`config.mk`:
```
export PLATFORM = sky130hd
export DESIGN_NAME = keyed_record_table
export DESIGN_NICKNAME = d
export VERILOG_FILES = /design/src/hdl/krt_pkg.sv /design/src/hdl/krt_cell.sv /design/src/hdl/keyed_record_table.sv
export VERILOG_INCLUDE_DIRS = /design/src /design/src/hdl
export SDC_FILE = /design/constraint.sdc
export NUM_CORES = 2
export LEC_CHECK = 0
export BUFFER_PORTS_ARGS = -buffer_cell sky130_fd_sc_hd__buf_4
export CAP_MARGIN = 15
export CORE_MARGIN = 5
export CORE_UTILIZATION = 64
export CTS_BUF_LIST = sky130_fd_sc_hd__clkbuf_4 sky130_fd_sc_hd__clkbuf_8
export DETAILED_ROUTE_END_ITERATION = 12
export PLACE_DENSITY = 0.86
export SLEW_MARGIN = 20
export SYNTH_ARGS = -nofsm -noshare
export SYNTH_HDL_FRONTEND = slang
export SYNTH_HIERARCHICAL = 1
export SYNTH_SLANG_ARGS = --single-unit
```
`constraint.sdc`:
```
create_clock -name clk -period 8.7 [get_ports clk]
set_input_delay 0.435 -clock clk [delete_from_list [all_inputs] [get_ports clk]]
set_output_delay 0.435 -clock clk [all_outputs]
set_load 0.02 [all_outputs]
```
`src/hdl/assert_macros.svh`:
```
// Assertion macros for the keyed record table RTL.
// Relies on clk and rst_n in the scope of each use.
`ifndef ASSERT_MACROS_SVH
`define ASSERT_MACROS_SVH

// check that a condition holds at every edge out of reset
`define KRT_ASSERT_ALWAYS(label, cond) \
  label: assert property (@(posedge clk) disable iff (!rst_n) (cond)) \
    else $error("keyed_record_table: invariant violated");

// check an implication in the same cycle
`define KRT_ASSERT_IMPL(label, ante, cons) \
  label: assert property (@(posedge clk) disable iff (!rst_n) (ante) |-> (cons)) \
    else $error("keyed_record_table: implication violated");

// check an implication in the next cycle
`define KRT_ASSERT_NEXT(label, ante, cons) \
  label: assert property (@(posedge clk) disable iff (!rst_n) (ante) |=> (cons)) \
    else $error("keyed_record_table: next-cycle implication violated");

`endif

```
`src/hdl/krt_pkg.sv`:
```
// Types and constants shared by the keyed record table modules.
// No dependencies.
`timescale 1ns / 1ps
`default_nettype none

package krt_pkg;

  localparam logic [13:0] KEY_MAX   = 14'd10000;
  localparam logic [23:0] PRICE_MAX = 24'd10000000;
  localparam logic [19:0] QTY_MAX   = 20'd1000000;

  typedef enum logic [2:0] {
    OP_INSERT = 3'd0,
    OP_UPDATE = 3'd1,
    OP_LOOKUP = 3'd2,
    OP_DELETE = 3'd3,
    OP_RANGE  = 3'd4,
    OP_LIST   = 3'd5
  } op_t;

  typedef enum logic [2:0] {
    ST_OK        = 3'd0,
    ST_NOT_FOUND = 3'd1,
    ST_DUP       = 3'd2,
    ST_KEY       = 3'd3,
    ST_PRICE     = 3'd4,
    ST_QTY       = 3'd5,
    ST_FULL      = 3'd6,
    ST_NOMATCH   = 3'd7
  } status_t;

  typedef enum logic [1:0] {
    S_IDLE   = 2'd0,
    S_SCAN   = 2'd1,
    S_FINISH = 2'd2
  } state_t;

  typedef struct packed {
    logic [13:0] key;
    logic [23:0] price;
    logic [19:0] qty;
  } record_t;

  typedef struct packed {
    logic shift;
    logic compact;
  } cell_ctl_t;

endpackage

`default_nettype wire

```
`src/hdl/krt_cell.sv`:
```
// One record cell of the table ring.
// Depends on krt_pkg for the record and control types.
`timescale 1ns / 1ps
`default_nettype none

module krt_cell #(
  parameter int CAPACITY = 64,
  parameter int POS      = 0
) (
  input  wire logic                 clk,
  input  krt_pkg::cell_ctl_t        ctl,
  input  wire logic [((CAPACITY > 1) ? $clog2(CAPACITY) : 1)-1:0] del_idx,
  input  krt_pkg::record_t          nbr_in,
  output krt_pkg::record_t          rec_out
);

  localparam int IW = (CAPACITY > 1) ? $clog2(CAPACITY) : 1;

  krt_pkg::record_t rec_r;
  logic             take;

  assign take    = ctl.shift || (ctl.compact && (IW'(POS) >= del_idx));
  assign rec_out = rec_r;

  always_ff @(posedge clk) begin
    if (take) begin
      rec_r <= nbr_in;
    end
  end

endmodule

`default_nettype wire

```
`src/hdl/keyed_record_table.sv`:
```
// Keyed record table: a ring of record cells rotated once per operation.
// Depends on krt_pkg, krt_cell and assert_macros.svh.
// After start, the cells rotate in the scan state, then the finish state registers the final result;
// busy covers both states, and a new operation is accepted only once one full rotation of the cell ring is done.
// Range and list results stream during the rotation, at most one per cycle; the last one comes with the final result.
// Reset clears the entry count and control; record cells are not cleared.
`timescale 1ns / 1ps
`default_nettype none

`include "assert_macros.svh"

module keyed_record_table #(
  parameter int CAPACITY = 64
) (
  input  wire logic        clk,
  input  wire logic        rst_n,
  input  wire logic        start,
  output logic             busy,
  input  wire logic [2:0]  in_opcode,
  input  wire logic [13:0] in_key_id,
  input  wire logic [23:0] in_price_cents,
  input  wire logic [19:0] in_new_quantity,
  input  wire logic [23:0] in_min_price_cents,
  input  wire logic [23:0] in_max_price_cents,
  output logic             out_valid,
  output logic [2:0]       out_status,
  output logic [13:0]      out_found_id,
  output logic [23:0]      out_found_price,
  output logic [19:0]      out_found_quantity,
  output logic             out_last_result
);

  localparam int IW = (CAPACITY > 1) ? $clog2(CAPACITY) : 1;
  localparam int CW = $clog2(CAPACITY + 1);

  krt_pkg::state_t    state_r, state_nxt;
  krt_pkg::op_t       op_r, op_nxt;
  logic [13:0]        key_r, key_nxt;
  logic [23:0]        price_r, price_nxt;
  logic [19:0]        qty_r, qty_nxt;
  logic [23:0]        lo_r, lo_nxt;
  logic [23:0]        hi_r, hi_nxt;
  logic [IW-1:0]      ctr_r, ctr_nxt;
  logic [CW-1:0]      cnt_r, cnt_nxt;
  logic               hit_r, hit_nxt;
  logic [IW-1:0]      hit_idx_r, hit_idx_nxt;
  krt_pkg::record_t   hit_rec_r, hit_rec_nxt;
  logic               pend_v_r, pend_v_nxt;
  krt_pkg::record_t   pend_rec_r, pend_rec_nxt;
  logic               out_valid_r, out_valid_nxt;
  krt_pkg::status_t   out_status_r, out_status_nxt;
  krt_pkg::record_t   out_rec_r, out_rec_nxt;
  logic               out_last_r, out_last_nxt;

  krt_pkg::cell_ctl_t ctl;
  krt_pkg::record_t   recs [CAPACITY];
  krt_pkg::record_t   nbrs [CAPACITY];
  krt_pkg::record_t   head, tail, new_rec;
  logic               accept, active, match, sel, key_ok, price_ok, qty_ok;

  assign accept   = start && !busy;
  assign busy     = (state_r != krt_pkg::S_IDLE);
  assign head     = recs[0];
  assign key_ok   = (key_r >= 14'd1) && (key_r <= krt_pkg::KEY_MAX);
  assign price_ok = (price_r <= krt_pkg::PRICE_MAX);
  assign qty_ok   = (qty_r <= krt_pkg::QTY_MAX);
  assign new_rec  = '{key: key_r, price: price_r, qty: qty_r};
  assign active   = (state_r == krt_pkg::S_SCAN) && (CW'(ctr_r) < cnt_r);
  assign match    = active && (head.key == key_r);
  assign sel      = active && ((op_r == krt_pkg::OP_LIST) ||
                    ((op_r == krt_pkg::OP_RANGE) && (head.price >= lo_r) &&
                     (head.price <= hi_r)));

  always_comb begin
    tail = head;
    if ((state_r == krt_pkg::S_SCAN) && (op_r == krt_pkg::OP_UPDATE) && match &&
        key_ok && qty_ok) begin
      tail.qty = qty_r;
    end
    if ((state_r == krt_pkg::S_SCAN) && (op_r == krt_pkg::OP_INSERT) &&
        (CW'(ctr_r) == cnt_r) && key_ok && !hit_r && price_ok && qty_ok) begin
      tail = new_rec;
    end
  end

  assign ctl.shift   = (state_r == krt_pkg::S_SCAN);
  assign ctl.compact = (state_r == krt_pkg::S_FINISH) && (op_r == krt_pkg::OP_DELETE) &&
                       hit_r;

  for (genvar i = 0; i < CAPACITY; i++) begin : g_cell
    if (i == CAPACITY - 1) begin : g_tail
      assign nbrs[i] = tail;
    end else begin : g_mid
      assign nbrs[i] = recs[i+1];
    end
    krt_cell #(
      .CAPACITY (CAPACITY),
      .POS      (i)
    ) u_cell (
      .clk     (clk),
      .ctl     (ctl),
      .del_idx (hit_idx_r),
      .nbr_in  (nbrs[i]),
      .rec_out (recs[i])
    );
  end

  always_ff @(posedge clk) begin
    if (!rst_n) begin
      state_r     <= krt_pkg::S_IDLE;
      cnt_r       <= '0;
      out_valid_r <= 1'b0;
    end else begin
      state_r     <= state_nxt;
      cnt_r       <= cnt_nxt;
      out_valid_r <= out_valid_nxt;
    end
  end

  always_ff @(posedge clk) begin
    op_r         <= op_nxt;
    key_r        <= key_nxt;
    price_r      <= price_nxt;
    qty_r        <= qty_nxt;
    lo_r         <= lo_nxt;
    hi_r         <= hi_nxt;
    ctr_r        <= ctr_nxt;
    hit_r        <= hit_nxt;
    hit_idx_r    <= hit_idx_nxt;
    hit_rec_r    <= hit_rec_nxt;
    pend_v_r     <= pend_v_nxt;
    pend_rec_r   <= pend_rec_nxt;
    out_status_r <= out_status_nxt;
    out_rec_r    <= out_rec_nxt;
    out_last_r   <= out_last_nxt;
  end

  always_comb begin
    state_nxt      = state_r;
    op_nxt         = op_r;
    key_nxt        = key_r;
    price_nxt      = price_r;
    qty_nxt        = qty_r;
    lo_nxt         = lo_r;
    hi_nxt         = hi_r;
    ctr_nxt        = ctr_r;
    cnt_nxt        = cnt_r;
    hit_nxt        = hit_r;
    hit_idx_nxt    = hit_idx_r;
    hit_rec_nxt    = hit_rec_r;
    pend_v_nxt     = pend_v_r;
    pend_rec_nxt   = pend_rec_r;
    out_valid_nxt  = 1'b0;
    out_status_nxt = out_status_r;
    out_rec_nxt    = out_rec_r;
    out_last_nxt   = out_last_r;
    unique case (state_r)
      krt_pkg::S_IDLE: begin
        if (accept && (in_opcode <= krt_pkg::OP_LIST)) begin
          op_nxt     = krt_pkg::op_t'(in_opcode);
          key_nxt    = in_key_id;
          price_nxt  = in_price_cents;
          qty_nxt    = in_new_quantity;
          lo_nxt     = in_min_price_cents;
          hi_nxt     = in_max_price_cents;
          ctr_nxt    = '0;
          hit_nxt    = 1'b0;
          pend_v_nxt = 1'b0;
          state_nxt  = krt_pkg::S_SCAN;
        end
      end
      krt_pkg::S_SCAN: begin
        if (match && !hit_r) begin
          hit_nxt     = 1'b1;
          hit_idx_nxt = ctr_r;
          hit_rec_nxt = tail;
        end
        if (sel) begin
          if (pend_v_r) begin
            out_valid_nxt  = 1'b1;
            out_status_nxt = krt_pkg::ST_OK;
            out_rec_nxt    = pend_rec_r;
            out_last_nxt   = 1'b0;
          end
          pend_v_nxt   = 1'b1;
          pend_rec_nxt = head;
        end
        ctr_nxt = ctr_r + IW'(1);
        if (ctr_r == IW'(CAPACITY - 1)) begin
          state_nxt = krt_pkg::S_FINISH;
        end
      end
      krt_pkg::S_FINISH: begin
        out_valid_nxt  = 1'b1;
        out_last_nxt   = 1'b1;
        out_rec_nxt    = '0;
        out_status_nxt = krt_pkg::ST_OK;
        case (op_r)
          krt_pkg::OP_INSERT: begin
            if (!key_ok) begin
              out_status_nxt = krt_pkg::ST_KEY;
            end else if (hit_r) begin
              out_status_nxt = krt_pkg::ST_DUP;
            end else if (!price_ok) begin
              out_status_nxt = krt_pkg::ST_PRICE;
            end else if (!qty_ok) begin
              out_status_nxt = krt_pkg::ST_QTY;
            end else if (cnt_r == CW'(CAPACITY)) begin
              out_status_nxt = krt_pkg::ST_FULL;
            end else begin
              out_rec_nxt = new_rec;
              cnt_nxt     = cnt_r + CW'(1);
            end
          end
          krt_pkg::OP_UPDATE: begin
            if (!key_ok) begin
              out_status_nxt = krt_pkg::ST_KEY;
            end else if (!hit_r) begin
              out_status_nxt = krt_pkg::ST_NOT_FOUND;
            end else if (!qty_ok) begin
              out_status_nxt = krt_pkg::ST_QTY;
            end else begin
              out_rec_nxt = hit_rec_r;
            end
          end
          krt_pkg::OP_LOOKUP: begin
            if (hit_r) begin
              out_rec_nxt = hit_rec_r;
            end else begin
              out_status_nxt = krt_pkg::ST_NOT_FOUND;
            end
          end
          krt_pkg::OP_DELETE: begin
            if (hit_r) begin
              out_rec_nxt = hit_rec_r;
              cnt_nxt     = cnt_r - CW'(1);
            end else begin
              out_status_nxt = krt_pkg::ST_NOT_FOUND;
            end
          end
          default: begin
            if (pend_v_r) begin
              out_rec_nxt = pend_rec_r;
            end else begin
              out_status_nxt = krt_pkg::ST_NOMATCH;
            end
          end
        endcase
        state_nxt = krt_pkg::S_IDLE;
      end
      default: begin
        state_nxt = krt_pkg::S_IDLE;
      end
    endcase
  end

  assign out_valid          = out_valid_r;
  assign out_status         = out_status_r;
  assign out_found_id       = out_rec_r.key;
  assign out_found_price    = out_rec_r.price;
  assign out_found_quantity = out_rec_r.qty;
  assign out_last_result    = out_last_r;

  `KRT_ASSERT_ALWAYS(a_cnt_bound, cnt_r <= CW'(CAPACITY))
  `KRT_ASSERT_IMPL(a_last_idle, out_valid && out_last_result, !busy)
  `KRT_ASSERT_IMPL(a_mid_busy, out_valid && !out_last_result, busy)
  `KRT_ASSERT_NEXT(a_start_busy, accept && (in_opcode <= krt_pkg::OP_LIST), busy)

endmodule

`default_nettype wire
```
==> impl_metrics.toml <==
[route]
route.detailed.vias_per_inst = 5.79
wire_per_inst_um = 28.5
drt-total-wl_um = 251000
dr_vias = 51000
ant_nets = 0
dr.first_iter.drc_count = 6475
detail_route.first_pass.iterations = 5
drt_drc_violations_left = 0

[synth]
post_synth_inst_count = 4795
post_synth.cell_area_avg_um2 = 26.4
yosys.cell_count.top_type = "sky130_fd_sc_hd__edfxtp_1"
synth-edff-count = 4013
postSynth.asyncResetShare_pct = 0
synth_largest_type_area_fraction_pct = 95.2
mappedNetlistArea_um2 = 127000
yosys_most_used_dff = "sky130_fd_sc_hd__edfxtp_1"
synth_top_cells_by_area = "sky130_fd_sc_hd__edfxtp_1 95%, sky130_fd_sc_hd__ha_1 0.63%, sky130_fd_sc_hd__a221o_1 0.55%"
syn_nets = 4972
ys_seq_elements = 4023
post_synth_num_cell_types = 82
synthesis.yosys.warnings = 6
synth-seq-area-share_pct = 95.3
synthTopCellsByCount = "4013 x sky130_fd_sc_hd__edfxtp_1, 85 x sky130_fd_sc_hd__inv_1, 70 x sky130_fd_sc_hd__a221o_1"
synth_area_leader_cell = "sky130_fd_sc_hd__edfxtp_1"

[critical_path]
crit_path_max_fanout = 56
critical-path-slowest-cell = "sky130_fd_sc_hd__buf_4"
critical_path_arrival_ps = 4530
worstSetupPathType = "reg -> reg"
end_kind = "register"
crit_path_max_incr_delay_ps = 620
cp_cell_sequence = "ha_1 -> nand4_1 -> nor4_1 -> and4_1 -> a32oi_1 -> nor4b_1 -> a211o_2 -> buf_4"
critPathRequiredTime_ps = 9360
critPathLaunchType = "register"

[grt]
grt_antenna_before_repair = 27
grt-ovfl-total = 0
grt_start_max_net_pins = 85
grtUsageTotal_pct = 24.5
grt_pass1_wl_um = 360000
number_of_global_route_vias_before_repair = 53000

[finish]
number_of_non_filler_instances_in_the_completed_layout = 8810
final_net_count = 5908
final_layout_size_suffix_gt1_share_pct = 20.8
flow.area_growth_from_synthesis_pct = 13.8

[sta]
timing.final.ws_setup_ps = 4830
worst_slew_margin_relative_to_its_limit_pct = 27.9
tightest_slew_ps = 1080
timing.setup.tns_ps = 0
report.final.setup_viol = 0
period_needed_ps = 3870
rsz0062_at_grt = "no"
fmax_ghz = 0.259
whs_ps = 93.8
finalHoldViolations = 0
slew_viol_final = 0
clock-skew-final_ps = 72.1
period_share_pct = 44.4

[clocking]
cts_tree = "done"
cts_max_path_buffers = 4
clockRootBuffer = "sky130_fd_sc_hd__clkbuf_8"
ctsHtreeMaxLevel = 6
clk-insertion-delay-late_ps = 1050
post-cts-setup-buffers = 0
ctsResizeCount = 0
clk_pin_slew_worst_paths_ps = 60
clock_tree_sinks = 4023
numCtsBuffers = 597

[floorplan]
initial_cell_density_of_the_core_pct = 64.3
core_region_area_um2 = 197000
die_w_um = 455
boundaryPins = 176
dieArea_um2 = 207000
row_count = 163
die_height_um = 455

[placement]
dp_worst_setup_slack_ps = 4480
io_buffers = 175
post-dp-hpwl_um = 151000
place.detailed.instances = 7659
gp_congestion = 0.902

[power]
power.clock.fraction_pct = 30.1
seqPwrFrac_pct = 62.9
power_frac_comb_pct = 7.0
irDropWorstVdd_uv = 209
p_sw_w = 0.0117
p_int_w = 0.0361
power.static_leakage_nw = 47.5
power.switching_fraction_pct = 24.5
powerDensity_nw_per_um2 = 332

[worst_hold_path]
hold_path_class = "in -> reg"

[run]
timing.max_cap.violations = 0

[status]
status = "completed"
-- cell type report --
type / count / area, um2
diodes: 12 / 30.0
clock buffers: 782 / 9720
clock inverters: 244 / 1420
fillers: 9432 / 52900
inverters: 85 / 319
multi-input cells: 656 / 5530
flip-flops and latches: 4023 / 121000
well taps: 2640 / 3300
repair buffers: 368 / 3060
-- power by group through the flow --
stage	Sequential, W	Clock [W]	Combinational, W
global placement	0.0298	0	0.00315
global route	0.0304	0.0157	0.00360
CTS	0.0301	0.0147	0.00341
floorplan	0.0291	0	0.00202
detailed placement	0.0303	0	0.00336
finish	0.0301	0.0144	0.00336
-- metrics by stage --
step           util [%]  total power (W)  cell area, um2
5_1_grt            73.1           0.0496          144000
2_1_floorplan         -           0.0311          127000
3_5_place_dp       66.9           0.0337          132000
6_report           73.1           0.0478          144000
4_1_cts            73.1           0.0483          144000
3_3_place_gp       66.9           0.0329          132000
-- cells in the final DEF, fill, tap and decap left out, types with 11 or more instances in the layout --
cell and instances:
sky130_fd_sc_hd__a21o_2 17, sky130_fd_sc_hd__clkinvlp_4 16, sky130_fd_sc_hd__clkinv_2 67, sky130_fd_sc_hd__a221o_1 60
sky130_fd_sc_hd__nand3_1 21, sky130_fd_sc_hd__ha_1 63, sky130_fd_sc_hd__clkbuf_8 615, sky130_fd_sc_hd__diode_2 12
sky130_fd_sc_hd__inv_1 85, sky130_fd_sc_hd__bufinv_16 12, sky130_fd_sc_hd__nor2b_1 65, sky130_fd_sc_hd__a21oi_1 32
sky130_fd_sc_hd__edfxtp_1 4013, sky130_fd_sc_hd__nand2_1 37, sky130_fd_sc_hd__o21ai_0 24, sky130_fd_sc_hd__nand4_1 18
sky130_fd_sc_hd__mux2_1 28, sky130_fd_sc_hd__mux2_2 29, sky130_fd_sc_hd__clkinv_1 141, sky130_fd_sc_hd__clkbuf_4 167
sky130_fd_sc_hd__buf_4 255, sky130_fd_sc_hd__a31o_2 17, sky130_fd_sc_hd__dlygate4sd3_1 112, sky130_fd_sc_hd__nor4_1 11
sky130_fd_sc_hd__nor2_1 27, sky130_fd_sc_hd__xor2_1 11
-- path summary, 6_finish.rpt --
kind                                                         startpoint                                       to  slack [ps]  cells after the start
worst max-delay path             g_cell[0].u_cell/rec_out[37]$_DFFE_PP_             out_found_price[0]$_DFFE_PP_        4830                      8
worst min-delay path                                 in_new_quantity[9]                       qty_r[9]$_DFFE_PP_          90                      2
worst max register to register   g_cell[0].u_cell/rec_out[37]$_DFFE_PP_             out_found_price[0]$_DFFE_PP_        4830                      8
worst min register to register  g_cell[45].u_cell/rec_out[34]$_DFFE_PP_  g_cell[44].u_cell/rec_out[34]$_DFFE_PP_         360                      0
-- state kept, by name, summed over array words and instances (netlist names), 2 cells and up --
signal,cells
out_found_price,24
ctr_r,6
pend_rec_r,58
qty_r,20
out_found_quantity,20
hit_rec_r,58
key_r,14
price_r,24
g_cell.u_cell/rec_out,3712
hit_idx_r,6
state_r,2
out_found_id,14
lo_r,24
op_r,3
hi_r,24
out_status,3
cnt_r,7
-- critical path, delay by kind of cell (launching register included) --
family,cells,cell delay [ps]
DFF,1,540
AOI/OAI and AO/OA,2,450
and+or+nand+nor,4,1390
adders and majority gates,1,370
buffers and inverters,1,620
-- cell families after synthesis --
family | Yosys count | share of synthesized area, %
compound gates | 244 | 1.57
xor+xnor | 21 | 0.145
fa+ha+maj | 65 | 0.648
buf+inv | 116 | 0.387
flops | 4023 | 95.3
mux | 59 | 0.523
simple gates | 267 | 1.39
-- per-layer routing --
layer	up-vias	global-route usage, %	part of all wire [%]
met5	-	0	0.0044
met4	2	8.03	3.1
met3	497	5.48	9.7
met2	2925	41.9	52
met1	26100	31.8	35
li1	21500	-	-
-- repair_timing --
| item | 4_1_cts | 5_1_grt |
|---|---|---|
| endpoints found under the hold margin | 119 | 0 |
| hold buffers | 112 | 0 |
| endpoints found under the setup margin | 0 | 0 |
(Power assumes the default switching activity.)
